**src/design/prrtt_pkg.sv**
```systemverilog
// Shared types and codes for the priority round-robin task table.
// No dependencies.
package prrtt_pkg;
    localparam logic [1:0] K_INSERTED = 2'd0;
    localparam logic [1:0] K_EVICTED  = 2'd1;
    localparam logic [1:0] K_FINISHED = 2'd2;
    localparam logic [1:0] K_RUN_DONE = 2'd3;
    localparam logic       CMD_INSERT = 1'b0;
    localparam logic       CMD_RUN    = 1'b1;
    typedef struct packed {
        logic [7:0]  id;
        logic [7:0]  prio;
        logic [15:0] remain;
    } t_entry;
endpackage

```
**src/design/prrtt_ram.sv**
```systemverilog
// Generic single-port-write, single-port-read RAM with registered read.
// No dependencies.
module prrtt_ram #(
    parameter int WIDTH = 32,
    parameter int DEPTH = 8
) (
    input  logic                     i_clk,
    input  logic                     i_we,
    input  logic [$clog2(DEPTH)-1:0] i_waddr,
    input  logic [WIDTH-1:0]         i_wdata,
    input  logic [$clog2(DEPTH)-1:0] i_raddr,
    output logic [WIDTH-1:0]         o_rdata
);
    logic [WIDTH-1:0] r_mem [DEPTH];

    always_ff @(posedge i_clk) begin
        if (i_we) r_mem[i_waddr] <= i_wdata;
        o_rdata <= r_mem[i_raddr];
    end
endmodule

```
**src/design/priority_round_robin_task_table_core.sv**
```systemverilog
// Priority round-robin task table: a sorted table held in one RAM, walked by a
// sequencer that shifts entries one at a time, with a read state and a write state
// for each. Depends on prrtt_pkg, prrtt_ram. A full table first reports the eviction
// of its last entry before the insert result. A run reports each finished task after
// moving the entries behind it down, then a run-done result. Each result waits for i_ready.
// Throughput: one transaction at a time; the next is accepted the cycle after the
// final result of the previous one is taken.
// Reset: count and current slot cleared; RAM contents are left undefined.
module priority_round_robin_task_table_core #(
    parameter int CAPACITY = 8
) (
    input  logic        i_clk,
    input  logic        i_rst_n,
    input  logic        i_valid,
    output logic        o_ready,
    input  logic        i_command,
    input  logic [7:0]  i_task_id,
    input  logic [7:0]  i_task_priority,
    input  logic [15:0] i_task_time,
    input  logic [7:0]  i_step_count,
    input  logic [15:0] i_quantum,
    output logic        o_valid,
    input  logic        i_ready,
    output logic [1:0]  o_kind,
    output logic [7:0]  o_out_task_id,
    output logic [7:0]  o_out_priority,
    output logic [15:0] o_out_remaining,
    output logic [5:0]  o_held,
    output logic        o_last
);
    import prrtt_pkg::*;

    localparam int AW = $clog2(CAPACITY);
    localparam int CW = $clog2(CAPACITY + 1);
    localparam logic [CW-1:0] CAP  = CW'(CAPACITY);
    localparam logic [AW-1:0] LAST = AW'(CAPACITY - 1);

    localparam logic [3:0] S_IDLE   = 4'd0;
    localparam logic [3:0] S_EVRD   = 4'd1;  // read last slot for eviction
    localparam logic [3:0] S_EVOUT  = 4'd2;
    localparam logic [3:0] S_SRD    = 4'd3;  // search: issue read
    localparam logic [3:0] S_SCMP   = 4'd4;  // search: compare
    localparam logic [3:0] S_SHRD   = 4'd5;  // shift up: read
    localparam logic [3:0] S_SHWR   = 4'd6;  // shift up: write
    localparam logic [3:0] S_INS    = 4'd7;
    localparam logic [3:0] S_OUT    = 4'd8;  // wait for result to drain
    localparam logic [3:0] S_RRD    = 4'd9;  // run: read current
    localparam logic [3:0] S_RCHG   = 4'd10; // run: charge
    localparam logic [3:0] S_RMRD   = 4'd11; // remove: read next
    localparam logic [3:0] S_RMWR   = 4'd12; // remove: write down
    localparam logic [3:0] S_RMDONE = 4'd13;

    logic [3:0]    r_state, n_state;
    logic [CW-1:0] r_held, n_held;
    logic [AW-1:0] r_cur, n_cur;
    logic [CW-1:0] r_idx, n_idx;     // walking index
    logic [CW-1:0] r_pos, n_pos;     // insertion slot
    logic [7:0]    r_steps, n_steps;
    logic [3:0]    r_ret, n_ret;     // state after result drains
    t_entry        r_new, n_new;
    logic [15:0]   r_q, n_q;
    // result register
    logic          r_ov, n_ov;
    logic [1:0]    r_kind, n_kind;
    t_entry        r_res, n_res;
    logic [CW-1:0] r_rheld, n_rheld;
    logic          r_last, n_last;

    logic          we;
    logic [AW-1:0] waddr, raddr;
    t_entry        wdata, rdata;

    prrtt_ram #(.WIDTH($bits(t_entry)), .DEPTH(CAPACITY)) u_ram (
        .i_clk(i_clk), .i_we(we), .i_waddr(waddr), .i_wdata(wdata),
        .i_raddr(raddr), .o_rdata(rdata)
    );

    assign o_ready = (r_state == S_IDLE) && !r_ov;
    assign o_valid = r_ov;
    assign o_kind = r_kind;
    assign o_out_task_id = r_res.id;
    assign o_out_priority = r_res.prio;
    assign o_out_remaining = r_res.remain;
    assign o_held = 6'(r_rheld);
    assign o_last = r_last;

    // Sequencer
    always_comb begin
        n_state = r_state; n_held = r_held; n_cur = r_cur; n_idx = r_idx;
        n_pos = r_pos; n_steps = r_steps; n_ret = r_ret;
        n_new = r_new; n_q = r_q;
        n_ov = r_ov; n_kind = r_kind; n_res = r_res; n_rheld = r_rheld;
        n_last = r_last;
        we = 1'b0; waddr = '0; wdata = rdata; raddr = '0;
        if (r_ov && i_ready) n_ov = 1'b0;
        case (r_state)
            S_IDLE: begin
                if (i_valid && o_ready) begin
                    n_new = '{i_task_id, i_task_priority, i_task_time};
                    n_steps = i_step_count;
                    n_q = i_quantum;
                    if (i_command == CMD_INSERT) begin
                        n_state = (r_held >= CAP) ? S_EVRD : S_SRD;
                        n_idx = '0;
                    end else begin
                        n_state = S_RRD;
                    end
                end
            end
            S_EVRD: begin
                raddr = LAST;
                n_state = S_EVOUT;
            end
            S_EVOUT: begin
                n_held = CAP - 1'b1;
                if (r_cur >= LAST) n_cur = '0;
                n_ov = 1'b1; n_kind = K_EVICTED; n_res = rdata;
                n_rheld = CAP - 1'b1; n_last = 1'b0;
                n_idx = '0;
                n_ret = S_SRD; n_state = S_OUT;
            end
            S_SRD: begin
                raddr = r_idx[AW-1:0];
                if (r_idx >= r_held) begin
                    n_pos = r_held; n_idx = r_held; n_state = S_SHRD;
                end else begin
                    n_state = S_SCMP;
                end
            end
            S_SCMP: begin
                if (rdata.prio < r_new.prio) begin
                    n_pos = r_idx; n_idx = r_held; n_state = S_SHRD;
                end else begin
                    n_idx = r_idx + 1'b1; n_state = S_SRD;
                end
            end
            S_SHRD: begin
                // r_idx is the destination; read r_idx-1
                raddr = AW'(r_idx - 1'b1);
                n_state = (r_idx > r_pos) ? S_SHWR : S_INS;
            end
            S_SHWR: begin
                we = 1'b1; waddr = r_idx[AW-1:0]; wdata = rdata;
                n_idx = r_idx - 1'b1; n_state = S_SHRD;
            end
            S_INS: begin
                we = 1'b1; waddr = r_pos[AW-1:0]; wdata = r_new;
                if (r_held == '0) n_cur = '0;
                else if (CW'(r_cur) >= r_pos) n_cur = r_cur + 1'b1;
                if (CW'(n_cur) >= r_held + 1'b1) n_cur = '0;
                n_held = r_held + 1'b1;
                n_ov = 1'b1; n_kind = K_INSERTED; n_res = r_new;
                n_rheld = r_held + 1'b1; n_last = 1'b1;
                n_ret = S_IDLE; n_state = S_OUT;
            end
            S_OUT: begin
                if (!r_ov || i_ready) n_state = r_ret;
            end
            S_RRD: begin
                if (r_steps == '0 || r_held == '0) begin
                    n_ov = 1'b1; n_kind = K_RUN_DONE; n_res = '0;
                    n_rheld = r_held; n_last = 1'b1;
                    n_ret = S_IDLE; n_state = S_OUT;
                end else begin
                    if (CW'(r_cur) >= r_held) n_cur = '0;
                    raddr = (CW'(r_cur) >= r_held) ? '0 : r_cur;
                    n_state = S_RCHG;
                end
            end
            S_RCHG: begin
                n_steps = r_steps - 1'b1;
                if (r_q == '0 || rdata.remain <= r_q) begin
                    n_res = '{rdata.id, rdata.prio, 16'd0};
                    n_idx = CW'(r_cur);
                    n_state = S_RMRD;
                end else begin
                    we = 1'b1; waddr = r_cur;
                    wdata = '{rdata.id, rdata.prio, rdata.remain - r_q};
                    n_cur = (CW'(r_cur) + 1'b1 >= r_held) ? '0 : AW'(r_cur + 1'b1);
                    n_state = S_RRD;
                end
            end
            S_RMRD: begin
                // r_idx is destination; read r_idx+1
                if (r_idx + 1'b1 < r_held) begin
                    raddr = AW'(r_idx + 1'b1); n_state = S_RMWR;
                end else begin
                    n_state = S_RMDONE;
                end
            end
            S_RMWR: begin
                we = 1'b1; waddr = r_idx[AW-1:0]; wdata = rdata;
                n_idx = r_idx + 1'b1; n_state = S_RMRD;
            end
            S_RMDONE: begin
                n_held = r_held - 1'b1;
                if (CW'(r_cur) >= r_held - 1'b1) n_cur = '0;
                n_ov = 1'b1; n_kind = K_FINISHED;
                n_rheld = r_held - 1'b1; n_last = 1'b0;
                n_ret = S_RRD; n_state = S_OUT;
            end
            default: n_state = S_IDLE;
        endcase
    end

    always_ff @(posedge i_clk) begin
        if (!i_rst_n) begin
            r_state <= S_IDLE; r_held <= '0; r_cur <= '0; r_ov <= 1'b0;
        end else begin
            r_state <= n_state; r_held <= n_held; r_cur <= n_cur; r_ov <= n_ov;
        end
        r_idx <= n_idx; r_pos <= n_pos; r_steps <= n_steps; r_ret <= n_ret;
        r_new <= n_new; r_q <= n_q; r_kind <= n_kind;
        r_res <= n_res; r_rheld <= n_rheld; r_last <= n_last;
    end

    // Count never exceeds the table size
    a_held: assert property (@(posedge i_clk) disable iff (!i_rst_n) r_held <= CAP)
        else $error("held count overflow");
    // Result held stable while stalled
    a_hold: assert property (@(posedge i_clk) disable iff (!i_rst_n)
        r_ov && !i_ready |=> r_ov && $stable(r_res))
        else $error("result dropped");
    // Insert results always report the count it left
    a_ins: assert property (@(posedge i_clk) disable iff (!i_rst_n)
        r_state == S_INS |=> r_held == r_rheld)
        else $error("insert count mismatch");
    // No RAM write while idle
    a_we: assert property (@(posedge i_clk) disable iff (!i_rst_n)
        r_state == S_IDLE |-> !we)
        else $error("stray write");
endmodule
```
**config.mk**
```make
export PLATFORM = sky130hd
export DESIGN_NAME = priority_round_robin_task_table_core
export DESIGN_NICKNAME = d
export VERILOG_FILES = /design/src/design/prrtt_pkg.sv /design/src/design/prrtt_ram.sv /design/src/design/priority_round_robin_task_table_core.sv
export SDC_FILE = /design/constraint.sdc
export NUM_CORES = 1
export LEC_CHECK = 0
export ABC_CLOCK_PERIOD_IN_PS = 9400
export BUFFER_PORTS_ARGS = -buffer_cell sky130_fd_sc_hd__buf_4
export CORE_ASPECT_RATIO = 0.7
export CORE_MARGIN = 2
export CORE_UTILIZATION = 50
export CTS_BUF_LIST = sky130_fd_sc_hd__clkbuf_4 sky130_fd_sc_hd__clkbuf_8 sky130_fd_sc_hd__clkbuf_16
export CTS_CLUSTER_DIAMETER = 60
export CTS_CLUSTER_SIZE = 20
export DETAILED_ROUTE_END_ITERATION = 6
export PLACE_DENSITY = 0.67
export SLEW_MARGIN = 20
export SYNTH_ARGS = -nofsm -noshare
export SYNTH_HDL_FRONTEND = slang
export SYNTH_SLANG_ARGS = --single-unit
```
**constraint.sdc**
```tcl
create_clock -name i_clk -period 9.4 [get_ports i_clk]
set_clock_uncertainty 0.15 [all_clocks]
set_input_delay 1.88 -clock i_clk [delete_from_list [all_inputs] [get_ports i_clk]]
set_output_delay 1.88 -clock i_clk [all_outputs]
set_load 0.01 [all_outputs]
```
* Word level (Yosys, flattened, before mapping)
Memory sizes are Yosys's and may differ from the RTL's. A register that Yosys moved wholly into a read port is not among the register bits.
Index checks and enable logic that the tools add are counted.
** Word-level totals
- Flip-flop bits (word level) :: 119
- Bits in latches :: 0
- Bits in writable memories :: 256
- ROM bits :: 0
- Input port bits :: 61
- Output and inout port bits :: 43
- Word-level logic and storage cells :: 153
- Memories kept :: 1
** Cells by class
- Add/subtract/negate cells :: 8
- Multipliers :: 0
- Div/mod/pow operators :: 0
- $lt $le $gt $ge :: 12
- Equality and inequality tests :: 24
- Shift-type cells :: 0
- Mux-type cells :: 58
- Bitwise gates (word level) :: 0
- Reduce and logical (&&, ||, !) cells :: 32
** Memory list
- u_ram.r_mem :: words 8, width 32, rd ports 1, clocked after memory_dff 1, wr ports 1, line prrtt_ram.sv:14 : logic [WIDTH-1:0] r_mem [DEPTH];
** Operator list (count)
- $pmux 32 s4 :: 1
- $mux 32 :: 2
- $pmux 32 s2 :: 1
- $pmux 4 s12 :: 1
- $mux 4 :: 11
- $mux 3 :: 14
- $pmux 4 s4 :: 2
- $pmux 3 s5 :: 2
- $pmux 4 s7 :: 1
- $eq 4x4->1 const B :: 6
- $ne 2x2->1 const B :: 10
- $eq 4x3->1 const B :: 4
- $ge 3x4->1 :: 4
- $le 16x16->1 :: 1
- $logic_not 16->1 :: 1
- $mux 16 :: 1
- $pmux 8 s2 :: 1
- $sub 16x16->16 :: 1
- $pmux 4 s3 :: 1
- $reduce_and 2->1 :: 5
- $reduce_and 5->1 :: 2
- $mux 1 :: 9
- $pmux 3 s3 :: 1
- $add 4x1->4 const B :: 2
- other kinds (32) :: 50

* Depth between registers and ports, before layout
- Depth in word-level cells :: 7
- Mapped depth :: 16
- Gate-level depth less buffers :: 15

* Modules after synthesis
A second synthesis with hierarchy kept.
** Second synthesis, totals
- Cell total of the unflattened synthesis :: 1197
- Area total of the unflattened synthesis :: 18041.1 um^2
** By module, submodules not included
- prrtt_ram :: times used 1, cells an instance 415, area each 10466.3 um^2, seq. area each 8328.0 um^2
- priority_round_robin_task_table_core :: times used 1, cells an instance 782, area each 7574.8 um^2, seq. area each 3423.3 um^2

* Least setup slack after synthesis
Ideal clock, no wire load.
- Path kind :: register -> register
- Start :: reg r_q[0]
- End :: mem u_ram.r_mem[5][0] (enable)
- Data arrival time :: 7.085 ns
- Required time :: 8.655 ns
- Slack :: 1.570 ns
- Cell stages (with the launch flop) :: 9
- Clock period less this slack :: 7.830 ns
- Path through :: edfxtp_1 -> ha_1 -> fa_1 -> nand2b_1 -> a211oi_1 -> o21ba_2 -> o21a_1 -> a21oi_1 -> a2111oi_0
** Between the ends
- Word-level cells in the longest chain between the ends :: 6
- Elaborated cells on any way between the ends :: 9
** Ends and longest elaborated chain
- start, declared :: line priority_round_robin_task_table_core.sv:61 : logic [15:0] r_q, n_q;
- start signal, assigned :: line priority_round_robin_task_table_core.sv:213 : r_new <= n_new; r_q <= n_q; r_kind <= n_kind;
- $le 16x16->1 / $logic_not 16->1 (equally long branches) :: line priority_round_robin_task_table_core.sv:172 : if (r_q == '0 || rdata.remain <= r_q) begin
- $logic_or 1x1->1 (*) :: line priority_round_robin_task_table_core.sv:172
- $mux 1 :: line priority_round_robin_task_table_core.sv:172
- $pmux 1 s2 :: line priority_round_robin_task_table_core.sv:96 : case (r_state)
- $mux 1 :: line prrtt_ram.sv:17 : if (i_we) r_mem[i_waddr] <= i_wdata;
- $mux 1 (not written as such) :: line prrtt_ram.sv:17
- end, declared :: line prrtt_ram.sv:14
Mark *: on every way between the ends. The rest lies on a longest branch, timed or not.

* Worst setup path in the final report
- Start :: reg r_held[0]
- End :: reg u_ram.o_rdata[27], read port of u_ram.r_mem
** Between the ends
- Word-level cells in the longest chain between the ends :: 4
- Elaborated cells on any way between the ends :: 8
** Ends and longest elaborated chain
- start, declared :: line priority_round_robin_task_table_core.sv:54 : logic [CW-1:0] r_held, n_held;
- start signal, assigned :: line priority_round_robin_task_table_core.sv:210 : r_state <= n_state; r_held <= n_held; r_cur <= n_cur; r_ov <= n_ov;
- $ge 3x4->1 / $logic_not 4->1 (equally long branches) :: line priority_round_robin_task_table_core.sv:166, priority_round_robin_task_table_core.sv:160
- $mux 3 / $logic_or 1x1->1 (equally long branches)
- $mux 3 :: line priority_round_robin_task_table_core.sv:160 : if (r_steps == '0 || r_held == '0) begin
- $pmux 3 s5 (*) :: line priority_round_robin_task_table_core.sv:96
- end, declared :: line prrtt_ram.sv:12 : output logic [WIDTH-1:0] o_rdata
Marks and branches as above.
A chain may end at the register's enable or synchronous reset.

==> reports/metrics.csv <==
stage;metric;value;unit
setup_path;rr_worst_depth;10;
clock_tree;clock_latency;0.58;ns
floorplanning;die-area;38300;sq um
detailed_routing;detail-route-antenna-nets;0;
job;cap_violations;0;
pwr;vdd_drop_max;0.186;mV
synth;ys_top_cells_by_area;edfxtp_1 (59%), dfxtp_1 (4.8%), a211oi_1 (4.2%);
setup_path;crit_path_end;u_ram.o_rdata[27];
setup_path;crit_arrival;4.86;ns
setup_path;r2r-end;u_ram.o_rdata[27];
sta;min_period;4.55;ns
sta;worst_pin_slew;1.07;ns
setup_path;endpoint_kind;flop;
synth;synth_cells;1387;
finish;stdcell_count;1956;
synth;synth_top_family_by_area;compound AO/OA/AOI/OAI gates;
clock_tree;clk_pin_slew_worst_paths;0.08;ns
global_route;gr-total-overflow;0;
finish;final_area;20400;sq um
sta;hold_viol_final;0;
finish;antenna_cells;0;
finish;fin_util;56.7;%
floorplanning;fp.dieH;164;um
synth;yosysSeqAreaShare;64.0;%
synth;synth-compound-area-share;15.3;%
clock_tree;cts_max_path_buffers;3;
placed_design;gp_congestion;0.907;
synth;async_flop_share;0;%
detailed_routing;finalWirelength;44000;um
synth;synth_edf_count;362;
synth;yosys.area_share.adder;4.13;%
placed_design;hpwl;26800;um
finish;drive_gt1_share;16.1;%
clock_tree;cts_made_buffers;26;
clock_tree;cts_setup_buffers;0;
detailed_routing;drt_iter0_markers;1145;
setup_path;crit_start;r_held[0];
setup_path;cp.required;9.71;ns
placed_design;place_area;19600;sq um
finish;area_delta_synth_final;11.4;%
sta;fin_hold_ws;0.395;ns
floorplanning;io_pins;104;
detailed_routing;remaining_drc_errors;0;
detailed_routing;wl_per_cell;22.5;um
global_route;grt_max_degree;98;
detailed_routing;vias;11800;
pwr;totalPowerFinal;6.65;mW
synth;synth_top_area_share;59.2;%
setup_path;reg2reg_from;r_held[0];
clock_tree;cts_root_buf;clkbuf_16;
sta;setup_ws;4.85;ns
synth;ys_warn_count;0;
worst_hold_path;hold_path_class;reg2reg;
global_route;grt_pass1_vias;11500;
placed_design;port-buffer-count;101;
clock_tree;holdBufCountCts;0;
sta;fmax;220;MHz
detailed_routing;avgViaCountPerCell;6.05;
global_route;grt_pass1_wl;67400;um
detailed_routing;first_pass_iters;5;
sta;drv_slew;0;
placed_design;dp_slack;4.95;ns
synth;synth-simple-area-share;10.0;%
synth;syn_area_per_cell;13.2;sq um
floorplanning;core_area;36100;sq um
synth;synth_cell_types;77;
sta;setup_viol;0;
synth;synth-xor-area-share;1.38;%
synth;yosys_register_bits;406;
placed_design;dp_cells;1908;
sta;rsz0062_at_grt;no;
sta;fin_setup_tns;0;ns
setup_path;crit_path_start_kind;flop;
clock_tree;post_cts_resize_count;0;
synth;muxShareOfSynthArea;1.80;%
synth;yosys.area.top_type;edfxtp_1;
synth;netlist_top_cells_count;edfxtp_1 (362), nand2_1 (116), a211oi_1 (103);
clock_tree;cts_tree;yes;
synth;synth_ff_type;edfxtp_1;
synth;synth_most_common_cell;edfxtp_1;
floorplanning;initial_core_util;50.9;%
finish;nNetsFinal;1578;
synth;synthesis.area;18400;sq um
pwr;p_leak;7.56;nW
clock_tree;cts_sinks;406;
setup_path;rrSetupSlack;4.85;ns
setup_path;path_class;reg2reg;
pwr;cellPowerDensity;325;nW/um^2
sta;relSlewSlack;28.2;%
setup_path;worstPathMaxFanout;57;
sta;finalCritPeriodShare;48.4;%
run_status;status;complete, no violations;
floorplanning;die_width;233;um
global_route;antenna_found_initial;0;
global_route;grt_usage;23.0;%
clock_tree;htreeDepth;1;
floorplanning;rows;58;
[report_power, final]
part	total (mW)	internal [mW]	switching, mW
clock	1.19	0.579	0.613
combinational	2.76	1.03	1.73
sequential	2.70	2.50	0.194
total	6.65	4.11	2.54
[layout make-up]
class                      instances  area, sq um
clock buffer                      39          766
clock inverter                     8         75.1
fill                            2941        15600
inverter                          51          191
multi-input combinational        843         6080
sequential                       406        11800
tap                              480          601
timing repair buffer             129          976
[logic make-up (layout without fill, tap and decap cells)]
group / count (synthesis) / in the layout
compound gates: 362 / 362
mux: 33 / 33
flops: 406 / 406
simple gates: 357 / 357
other cells: 1 / 2
fa+ha+maj: 60 / 60
buf+inv: 139 / 227
xor+xnor: 29 / 29
[state kept, by name, summed over array words and instances (netlist names)]
register / cells
r_state: 4
o_out_priority: 8
u_ram.o_rdata: 32
o_valid: 1
r_new: 32
r_q: 16
r_rheld: 4
u_ram.r_mem: 256
o_kind: 2
r_cur: 3
r_held: 4
r_idx: 4
o_out_remaining: 16
r_ret: 3
r_pos: 4
o_out_task_id: 8
r_steps: 8
o_last: 1
[worst max-delay path, stage by stage, from the launching register on]
cell       delay, ns
dfxtp_1         0.69
inv_1           0.20
ha_1            0.30
nor3b_2         0.21
a41oi_2         0.48
nor3b_4         0.37
nand2_2         0.11
nand2_2         0.66
buf_4           0.65
a211oi_1        0.18
a2111oi_2       0.38
[worst min-delay path by stage]
| stage | from | to | slack [ns] | cells after the start |
|---|---|---|---|---|
| global placement | u_ram.o_rdata[30] | o_out_task_id[6] | 0.38 | 2 |
| floorplan | u_ram.o_rdata[27] | o_out_task_id[3] | 0.35 | 2 |
| global route | u_ram.o_rdata[28] | o_out_task_id[4] | 0.43 | 1 |
| CTS | u_ram.o_rdata[30] | o_out_task_id[6] | 0.40 | 2 |
| finish | u_ram.o_rdata[30] | o_out_task_id[6] | 0.40 | 2 |
| detailed placement | u_ram.o_rdata[31] | o_out_task_id[7] | 0.38 | 2 |
[cell usage in the layout, fill, tap and decap left out, types with 5 or more instances in the layout]
| master | instances |
|---|---|
| a2111oi_2 | 33 |
| a211oi_1 | 103 |
| a21boi_0 | 5 |
| a21o_1 | 18 |
| a21oi_1 | 34 |
| a221o_1 | 11 |
| a22o_1 | 18 |
| a22oi_1 | 14 |
| a31oi_1 | 7 |
| and3_1 | 100 |
| buf_4 | 128 |
| clkbuf_16 | 27 |
| clkbuf_4 | 12 |
| dfxtp_1 | 44 |
| edfxtp_1 | 362 |
| ha_1 | 59 |
| inv_1 | 49 |
| mux2i_1 | 33 |
| nand2_1 | 115 |
| nand2b_1 | 11 |
| nand3_1 | 15 |
| nand4_1 | 5 |
| nor2_1 | 41 |
| nor2_4 | 7 |
| nor2b_1 | 7 |
| nor3_1 | 17 |
| nor4_1 | 6 |
| o21ai_0 | 58 |
| o21ai_1 | 13 |
| or2_2 | 5 |
| or3_1 | 8 |
| xnor2_1 | 21 |
| xor2_1 | 8 |
[routing by layer]
| metal | vias to the layer above | track usage [%] | wire (um) |
|---|---|---|---|
| li1 | 5506 | - | - |
| met1 | 5906 | 34.2 | 20800 |
| met2 | 371 | 35.6 | 19600 |
| met3 | 50 | 3.94 | 2830 |
| met4 | 0 | 4.78 | 799 |
| met5 | - | 0 | 0 |
No activity file was read; power rests on OpenSTA's default activity.
